### config.mk
export PLATFORM = sky130hd
export DESIGN_NAME = nau_div_cell
export DESIGN_NICKNAME = d
export VERILOG_FILES = /design/src/hw/rtl/nau_pkg.sv /design/src/hw/rtl/nau_div_cell.sv
export SDC_FILE = /design/constraint.sdc
export NUM_CORES = 1
export LEC_CHECK = 0
export ABC_AREA = 1
export CORE_ASPECT_RATIO = 2
export CORE_MARGIN = 2
export CORE_UTILIZATION = 40
export CTS_CLUSTER_DIAMETER = 60
export DETAILED_ROUTE_END_ITERATION = 12
export DONT_BUFFER_PORTS = 1
export PLACE_DENSITY = 0.57
export SETUP_SLACK_MARGIN = 0.5
export SYNTH_ARGS = -nofsm -noshare
export SYNTH_HDL_FRONTEND = slang
export SYNTH_SLANG_ARGS = --single-unit
### constraint.sdc
create_clock -name clk_i -period 1 [get_ports clk_i]
set_clock_uncertainty 0.2 [all_clocks]
set_input_delay 0.05 -clock clk_i [delete_from_list [all_inputs] [get_ports clk_i]]
set_output_delay 0.05 -clock clk_i [all_outputs]
set_load 0.005 [all_outputs]
### src/hw/rtl/nau_pkg.sv
// shared types, constants and tables for the activation unit
// used by nau_exp_cell, nau_div_cell and neural_activation_unit_core
package nau_pkg;

  localparam int DataW      = 16;
  localparam int FracW      = 11;
  localparam int AccW       = 30;
  localparam int KW         = 6;
  localparam int KMax       = 34;
  localparam int ExpTerms   = 13;
  localparam int DivSteps   = 31;
  localparam int RecipShift = 35;
  localparam int RoundShift = AccW - FracW;

  localparam logic [35:0] Ln2Q    = 36'd744261118;
  localparam logic [30:0] OneQ    = 31'h4000_0000;
  localparam logic [36:0] ExpZero = 37'd24 << AccW;

  typedef enum logic [2:0] {
    FnRelu    = 3'd0,
    FnReluDer = 3'd1,
    FnTanh    = 3'd2,
    FnTanhDer = 3'd3,
    FnSigm    = 3'd4,
    FnSigmDer = 3'd5
  } fn_e;

  typedef struct packed {
    logic [KW-1:0]    k;
    logic             zero;
    logic [29:0]      r;
    logic [30:0]      term;
    logic signed [32:0] sum;
    logic [DataW-1:0] raw;
  } exp_bus_t;

  typedef struct packed {
    logic [31:0]      rem;
    logic [30:0]      nlo;
    logic [30:0]      quo;
    logic [31:0]      den;
    logic [DataW-1:0] raw;
  } div_bus_t;

  // ceil(2^35 / n), exact truncating divide for operands below 2^31
  function automatic logic [35:0] recip(input logic [3:0] n);
    logic [35:0] m;
    case (n)
      4'd1:    m = 36'd34359738368;
      4'd2:    m = 36'd17179869184;
      4'd3:    m = 36'd11453246123;
      4'd4:    m = 36'd8589934592;
      4'd5:    m = 36'd6871947674;
      4'd6:    m = 36'd5726623062;
      4'd7:    m = 36'd4908534053;
      4'd8:    m = 36'd4294967296;
      4'd9:    m = 36'd3817748708;
      4'd10:   m = 36'd3435973837;
      4'd11:   m = 36'd3123612579;
      4'd12:   m = 36'd2863311531;
      4'd13:   m = 36'd2643056798;
      default: m = 36'd0;
    endcase
    return m;
  endfunction

  function automatic logic [35:0] kln2(input logic [KW-1:0] k);
    logic [71:0] p;
    p = {66'd0, k} * {36'd0, Ln2Q};
    return p[35:0];
  endfunction

endpackage

### src/hw/rtl/nau_div_cell.sv
// one restoring division step, one quotient bit per cell
// depends on nau_pkg
module nau_div_cell import nau_pkg::*; (
  input  logic     clk_i,
  input  logic     rst_ni,
  input  logic     en_i,
  input  logic     valid_i,
  input  div_bus_t bus_i,
  output logic     valid_o,
  output div_bus_t bus_o
);

  logic        v_q;
  div_bus_t    b_q;
  logic [32:0] trial;
  logic        ge;
  logic [32:0] nxt;

  assign trial = {bus_i.rem, bus_i.nlo[30]};
  assign ge    = trial >= {1'b0, bus_i.den};
  assign nxt   = ge ? (trial - {1'b0, bus_i.den}) : trial;

  always_ff @(posedge clk_i or negedge rst_ni) begin
    if (!rst_ni) begin
      v_q <= 1'b0;
    end else if (en_i) begin
      v_q <= valid_i;
    end
  end

  always_ff @(posedge clk_i) begin
    if (en_i) begin
      b_q.rem <= nxt[31:0];
      b_q.nlo <= {bus_i.nlo[29:0], 1'b0};
      b_q.quo <= {bus_i.quo[29:0], ge};
      b_q.den <= bus_i.den;
      b_q.raw <= bus_i.raw;
    end
  end

  assign valid_o = v_q;
  assign bus_o   = b_q;

endmodule

==> flow_summary.yaml <==
synthesis:
  synth_top_area_share_pct: 56.9
  synth_area_leader_cell: "edfxtp_1"
  synth.top_cells.by_area: "edfxtp_1, nand2_1, inv_1"
  synthCells: 792
  synth-seq-area-share_pct: 57.2
  ys.flop_type: "edfxtp_1"
  async_flop_share_pct: 0.704
  synth_cell_types: 30
  synth_nets: 971
  ys.warnings.count: 0
  syn_area_per_cell_um2: 9.40
  ys_seq_elements: 142
  synth_edf_count: 141
  syn_area_mm2: 0.00744
routing:
  drc: 0
  detail_route.wl_per_cell_um: 20.8
  via_per_inst: 4.98
  ant_nets: 0
  dr.pass1.iters: 4
  vias: 5725
  first_iter_violations: 181
  drt_wl_total_mm: 23.9
clock_network:
  cts_tree: "done"
  cts_made_buffers: 17
  insertion_delay_ps: 420
  clk_path_buf_depth: 2
  ctsHoldBuffers: 1
  clk_transition_reported_paths_ps: 70
  h-tree-depth: 4
  clockRootBuffer: "clkbuf_16"
  clock_sinks: 142
timing:
  setup_viol: 175
  fin_ws_ps: -471
  worst_hold_slack_ps: -490
  rsz0062_at_grt: "true"
  finalCriticalPeriod_ps: 1470
  finalHoldViolCount: 283
  finalCritPeriodShare_pct: 147
  slew_violations: 0
  fmax_mhz: 680
finish:
  final_common_cell: "nand2_1"
  regArea_mm2: 0.00426
  multiInputGateArea_mm2: 0.00371
  final_cell_mix: "nand2_1, edfxtp_1, inv_1"
  utilization_pct: 57.2
  nets: 1098
  syn_to_final_growth_pct: 40.6
  drive_gt1_share_pct: 42.9
  stdcell_area_mm2: 0.0105
  fill_cells: 1544
global_route:
  overflow: 0
  grt_pass1_wl_mm: 35.0
  grt_max_degree: 143
  antenna_found_initial: 1
  grt_usage_pct: 24.4
  grt_pass1_vias: 6053
floorplanning:
  fp.dieArea_mm2: 0.0198
  fp.dieW_um: 100
  core_area_mm2: 0.0183
  die_h_um: 197
  ios: 289
  start_util_pct: 40.7
  rows: 70
critical_path:
  worstPathRequired_ps: 980
  arrival_ps: 1450
  start_kind: "input port"
  crit_fanout: 19
  critical_path_class: "in -> reg"
  worst_setup_path_end_kind: "flop"
run_status:
  status: "finished with violations"
  violations: "hold timing, setup timing"
hold_path:
  hold_path_class: "in -> reg"
pwr:
  ir_drop_mv: 0.984
  cellLeakagePower_nw: 4.71
  pwr_density_cell_mw_per_mm2: 1660
run:
  drv_cap: 0
placed_design:
  place.gp.congestion: 0.849
  place_ws_ps: -1220
  numPortBuffers: 0
  post_dp_cell_area_mm2: 0.00866
  dp_hpwl_mm: 18.8
path summary, 6_finish.rpt:
check                           from          to  slack [ps]  cells after the start
max in group asynchronous     rst_ni     valid_o         860                      1
min in group asynchronous     rst_ni     valid_o        -370                      1
setup reg to reg             valid_o     valid_o          40                      1
hold / removal             bus_i[39]   bus_o[39]        -490                      0
setup / recovery           bus_i[30]  bus_o[123]        -470                     12
hold reg to reg              valid_o     valid_o         340                      1
metal layers:
metal / part of all wire [%] / GRT usage, %
met5: 0 / 0
met1: 28 / 19.6
met2: 62 / 51.1
met3: 6.0 / 5.78
met4: 4.1 / 12.1
stage by stage:
step                setup TNS, ps  cells  total power, mW  hold WS [ps]
floorplan                  -24810    792             9.23          -446
global placement           -37760   1087             10.4          -446
detailed placement         -38260   1087             10.4          -446
CTS                        -26370   1139             17.2          -499
global route               -30620   1149             18.0          -501
finish                     -24740   1149             17.3          -490
cells by family after synthesis:
| group | Yosys count | share of synthesized area [%] |
|---|---|---|
| compound gates | 25 | 1.75 |
| fa+ha+maj | 33 | 5.65 |
| buf+inv | 161 | 8.83 |
| flops | 142 | 57.2 |
| xor+xnor | 14 | 1.65 |
| mux | 1 | 0.151 |
| other cells | 1 | 0.0504 |
| simple gates | 415 | 24.7 |
worst max-delay path: stages:
cell and delay, ps:
inv_1 40, ha_4 310, nand2_2 80, nor2_2 130
nand2_2 90, nor2_4 170, nand2_2 80, nand2_2 80
nor2_4 70, buf_12 160, nand3_1 110, nand2_2 60
what timing repair did:
item                                    in CTS  in global routing
hold endpoints to repair                   283                283
endpoints found under the setup margin     176                176
gates cloned                                 1                  0
buffers inserted                            18                  9
resized for setup                          194                 85
pin swaps                                   61                 33
cell usage after synthesis (6+ instances only):
library cell / instances
nand2_1: 274
inv_1: 150
edfxtp_1: 141
nand3_1: 56
nor2_1: 34
ha_1: 32
a21oi_1: 21
xor2_1: 13
nand3_2: 11
nand3b_1: 11
and2_1: 8
buf_2: 7
nor3_1: 6
area by class of cell:
class | instances | area share (%)
Sequential cell | 142 | 40.7
Multi-Input combinational cell | 489 | 35.5
Timing Repair Buffer | 119 | 10.0
Inverter | 150 | 5.67
Clock buffer | 17 | 4.07
Tap cell | 216 | 2.58
Clock inverter | 15 | 1.42
Antenna cell | 1 | 0.0239
state kept, by name (all words and copies together) (netlist names):
register	count
valid_o	1
bus_o	141
report_power, final:
group          switching, mW  internal (mW)
Sequential             0.347           7.25
Combinational           1.93           1.65
Clock                   2.66           3.50
Note: power is estimated with default switching activity, not from simulation.
