## src/hw/rtl/nau_pkg.sv

```systemverilog
// shared types, constants and tables for the activation unit
// used by nau_exp_cell, nau_div_cell and neural_activation_unit_core
package nau_pkg;

  localparam int DataW      = 16;
  localparam int FracW      = 11;
  localparam int AccW       = 30;
  localparam int KW         = 6;
  localparam int KMax       = 34;
  localparam int ExpTerms   = 13;
  localparam int DivSteps   = 31;
  localparam int RecipShift = 35;
  localparam int RoundShift = AccW - FracW;

  localparam logic [35:0] Ln2Q    = 36'd744261118;
  localparam logic [30:0] OneQ    = 31'h4000_0000;
  localparam logic [36:0] ExpZero = 37'd24 << AccW;

  typedef enum logic [2:0] {
    FnRelu    = 3'd0,
    FnReluDer = 3'd1,
    FnTanh    = 3'd2,
    FnTanhDer = 3'd3,
    FnSigm    = 3'd4,
    FnSigmDer = 3'd5
  } fn_e;

  typedef struct packed {
    logic [KW-1:0]    k;
    logic             zero;
    logic [29:0]      r;
    logic [30:0]      term;
    logic signed [32:0] sum;
    logic [DataW-1:0] raw;
  } exp_bus_t;

  typedef struct packed {
    logic [31:0]      rem;
    logic [30:0]      nlo;
    logic [30:0]      quo;
    logic [31:0]      den;
    logic [DataW-1:0] raw;
  } div_bus_t;

  // ceil(2^35 / n), exact truncating divide for operands below 2^31
  function automatic logic [35:0] recip(input logic [3:0] n);
    logic [35:0] m;
    case (n)
      4'd1:    m = 36'd34359738368;
      4'd2:    m = 36'd17179869184;
      4'd3:    m = 36'd11453246123;
      4'd4:    m = 36'd8589934592;
      4'd5:    m = 36'd6871947674;
      4'd6:    m = 36'd5726623062;
      4'd7:    m = 36'd4908534053;
      4'd8:    m = 36'd4294967296;
      4'd9:    m = 36'd3817748708;
      4'd10:   m = 36'd3435973837;
      4'd11:   m = 36'd3123612579;
      4'd12:   m = 36'd2863311531;
      4'd13:   m = 36'd2643056798;
      default: m = 36'd0;
    endcase
    return m;
  endfunction

  function automatic logic [35:0] kln2(input logic [KW-1:0] k);
    logic [71:0] p;
    p = {66'd0, k} * {36'd0, Ln2Q};
    return p[35:0];
  endfunction

endpackage

```

## src/hw/rtl/nau_exp_cell.sv

```systemverilog
// one taylor term of exp(-r): multiply by r, divide by the term index, accumulate
// depends on nau_pkg
module nau_exp_cell import nau_pkg::*; (
  input  logic     clk_i,
  input  logic     rst_ni,
  input  logic     en_i,
  input  logic [3:0] n_i,
  input  logic     valid_i,
  input  exp_bus_t bus_i,
  output logic     valid_o,
  output exp_bus_t bus_o
);

  logic        v1_q, v2_q;
  exp_bus_t    b1_q, b2_q;
  logic [60:0] prod_q;
  logic [30:0] quo_q;
  logic [66:0] scaled;

  assign scaled = {36'd0, prod_q[60:30]} * {31'd0, recip(n_i)};

  always_ff @(posedge clk_i or negedge rst_ni) begin
    if (!rst_ni) begin
      v1_q <= 1'b0;
      v2_q <= 1'b0;
    end else if (en_i) begin
      v1_q <= valid_i;
      v2_q <= v1_q;
    end
  end

  always_ff @(posedge clk_i) begin
    if (en_i) begin
      b1_q   <= bus_i;
      prod_q <= {30'd0, bus_i.term} * {31'd0, bus_i.r};
      b2_q   <= b1_q;
      quo_q  <= scaled[RecipShift +: 31];
    end
  end

  always_comb begin
    bus_o      = b2_q;
    bus_o.term = quo_q;
    if (n_i[0]) begin
      bus_o.sum = b2_q.sum - $signed({2'b00, quo_q});
    end else begin
      bus_o.sum = b2_q.sum + $signed({2'b00, quo_q});
    end
  end

  assign valid_o = v2_q;

endmodule

```

## config.mk

```make
export PLATFORM = sky130hd
export DESIGN_NAME = nau_exp_cell
export DESIGN_NICKNAME = d
export VERILOG_FILES = /design/src/hw/rtl/nau_pkg.sv /design/src/hw/rtl/nau_exp_cell.sv
export SDC_FILE = /design/constraint.sdc
export NUM_CORES = 2
export LEC_CHECK = 0
export ABC_AREA = 1
export BUFFER_PORTS_ARGS = -buffer_cell sky130_fd_sc_hd__buf_4
export CORE_MARGIN = 2
export CORE_UTILIZATION = 50
export DETAILED_ROUTE_END_ITERATION = 16
export PLACE_DENSITY = 0.77
export SLEW_MARGIN = 5
export SYNTH_ARGS = -nofsm -noshare
export SYNTH_HDL_FRONTEND = slang
export SYNTH_SLANG_ARGS = --single-unit
```

## constraint.sdc

```tcl
create_clock -name clk_i -period 8.6 [get_ports clk_i]
set_input_delay 1.72 -clock clk_i [delete_from_list [all_inputs] [get_ports clk_i]]
set_output_delay 1.72 -clock clk_i [all_outputs]
set_load 0.005 [all_outputs]
```

==> results.toml <==
[worst_setup_path]
cpMaxStageDelayCell = "fa_1"
worstPathMaxFanout = 5
cp.arrival_ns = 8.98
required_ns = 8.98
rrSetupSlack_ns = 1.06
slowest_delay_ns = 0.58
path_class = "in -> reg"
rr_endpoint = "quo_q[26]$_DFFE_PP_"
crit_start = "n_i[1]"
start_kind = "input pin"
end_kind = "flip-flop"
rr_startpoint = "prod_q[41]$_DFFE_PP_"
cpMostUsedCell = "fa_1"
r2r_cells = 31
crit_end = "quo_q[15]$_DFFE_PP_"

[global_route]
grt_pass1_wl_um = 417100
grt-ovfl-total = 0
met3_usage_pct = 7.732
met1_usage_pct = 45.62
grt-busiest-layer = "met2"
grt_pass1_vias = 67680
grt_antenna_before_repair = 8
met2_usage_pct = 62.75
grtUsageTotal_pct = 37.41
grt_max_degree = 148

[synthesis]
async_flop_share_pct = 0.8475
yosysTopAreaCellShare_pct = 47.75
netlist_instances = 8723
syn_area_mm2 = 0.07454
synth_edf_count = 234
synth_flop_cell = "edfxtp_1"
yosysTopAreaCell = "fa_1"
yosysMostFrequentCell = "inv_1"
synth_cell_type_count = 54
synth_area_per_cell_um2 = 8.545
synth_commonest_cells = "inv_1, nand2_1, fa_1"
synth_nets = 11160
yosys_register_bits = 236
seq_area_frac_synth_pct = 9.495
ys_warn_count = 0
synth_area_leaders = "fa_1, inv_1, edfxtp_1"

[drt]
routed_wl_um = 280000
drc = 0
vias = 62400
post_drt_wl_per_cell_um = 24.27
ant_nets = 0
dr.pass1.iters = 6
via_per_inst = 5.408
drt_iter0_drc = 5363

[cts]
cts_made_buffers = 30
htreeDepth = 1
clk_pin_slew_worst_paths_ns = 0.06
cts_tree = "yes"
clock_path_buffers = 3
worst_skew_pair.late_latency_ns = 0.66
holdBufCountCts = 0
cts.sinks = 236
cts_root_buf = "clkbuf_16"

[layout]
fin_nets = 12020
drive_above_1_share_pct = 18.99
fill_cells = 12950
area_delta_synth_final_pct = 18.94

[place]
hpwl_um = 242100
place_ws_ns = -1.172
port_buffers = 242
gp_congestion = 1.080

[timing]
min_period_over_period_pct = 99.94
worstMarginPinSlew_ns = 0.8695
fin_crit_ns = 8.595
setup_viol = 0
maxSlewViolCount = 0
skew_ns = 0.03773
relSlewSlack_pct = 41.50
hold-worst-slack_ns = 0.4027
hold_violations = 0
timing.final.ws_setup_ns = 0.005288
rsz0062_at_grt = "yes"
finalSetupTns_ns = 0
max_freq_mhz = 116.4

[worst_hold_path]
hold_path_class = "reg -> reg"

[floorplanning]
die_h_um = 390.1
initial_core_util_pct = 50.42
core_area_mm2 = 0.1478
io_pins = 243
die_x_um = 390.1
dieArea_mm2 = 0.1522
num_rows = 141

[status]
outcome = "completed"

[run]
maxCapViolCount = 0
[sequential cells by signal, summed over array words and instances, names as in the netlist]
name     count
b2_q        33
v1_q         1
prod_q      31
quo_q       31
bus_o       53
b1_q        86
valid_o      1
[metrics by stage]
stage | util, % | cells | area (µm²)
after detailed placement | 57.26 | 11440 | 84650
after CTS | 58.50 | 11500 | 86490
final | 59.97 | 11540 | 88650
after global placement | 57.26 | 11440 | 84650
after floorplan | - | 8723 | 74700
after global routing | 59.96 | 11540 | 88650
[cell type report]
cell class                 count  area, µm²  share of cell area, %
multi-input combinational   5691      59070                  66.63
timing repair buffer        1182       9823                  11.08
sequential                   236       7077                  7.983
clock inverter                19      246.5                 0.2780
antenna                        5      12.51                0.01411
inverter                    2439       9203                  10.38
tap                         1930       2415                  2.724
clock buffer                  37      807.0                 0.9103
[worst min path at each step]
stage / start / endpoint / slack, ns / cells after the start
after detailed placement: b1_q[23]$_DFFE_PP_ / b2_q[23]$_DFFE_PP_ / 0.40 / 0
after floorplan: b1_q[16]$_DFFE_PP_ / b2_q[16]$_DFFE_PP_ / 0.40 / 0
after global placement: b1_q[9]$_DFFE_PP_ / bus_o[9]$_DFFE_PP_ / 0.40 / 0
after CTS: b1_q[102]$_DFFE_PP_ / bus_o[102]$_DFFE_PP_ / 0.40 / 0
final: b1_q[102]$_DFFE_PP_ / bus_o[102]$_DFFE_PP_ / 0.40 / 0
after global routing: b1_q[102]$_DFFE_PP_ / bus_o[102]$_DFFE_PP_ / 0.41 / 0
[timing repair]
| action | in CTS | in global routing |
|---|---|---|
| pin swaps | 51 | 214 |
| resized for setup | 202 | 589 |
| buffers inserted | 13 | 31 |
| setup endpoints to repair | 31 | 31 |
| gates cloned | 0 | 0 |
[worst max-delay path: cells and delay by family]
| kind | cells | cell delay, ns |
|---|---|---|
| fa+ha+maj | 10 | 4.28 |
| buf+inv | 16 | 1.89 |
| simple gates | 9 | 0.83 |
| compound gates | 2 | 0.23 |
[layout by cell type (no fill, tap or decap), drive strengths merged, types with 2 or more instances in the layout]
cell / n
bufinv: 4
o21a: 12
and2: 3
o2111ai: 3
clkinvlp: 8
fa: 1778
nand4: 24
inv: 2419
or2: 7
buf: 1182
dfrtp: 2
o211ai: 6
a21boi: 13
diode: 5
nor2: 809
o31ai: 4
and3: 8
nand2: 1812
xor2: 72
clkbuf: 37
nor4: 8
a211oi: 5
nor3: 49
nand3: 97
ha: 536
a21oi: 208
a31oi: 17
nand3b: 4
clkinv: 27
xnor2: 28
o21ai: 142
o21bai: 23
a21o: 18
edfxtp: 234
[cells by family after synthesis]
family	count (synthesis)	share of synthesized area [%]
AO/OA/AOI/OAI	454	3.421
XOR/XNOR	100	1.175
adder cells (fa/ha/maj)	2314	56.75
buffers and inverters	2796	14.42
flip-flops	236	9.495
AND/OR/NAND/NOR	2823	14.74
[metal layers]
layer,vias up,share of wire [%]
li1,26740,-
met1,31600,36
met2,3115,48
met3,930,9.6
met4,14,7.0
met5,-,0.034
Power is not shown: default switching activity piles up to over one toggle a cycle in this logic, so the estimate is an artifact.
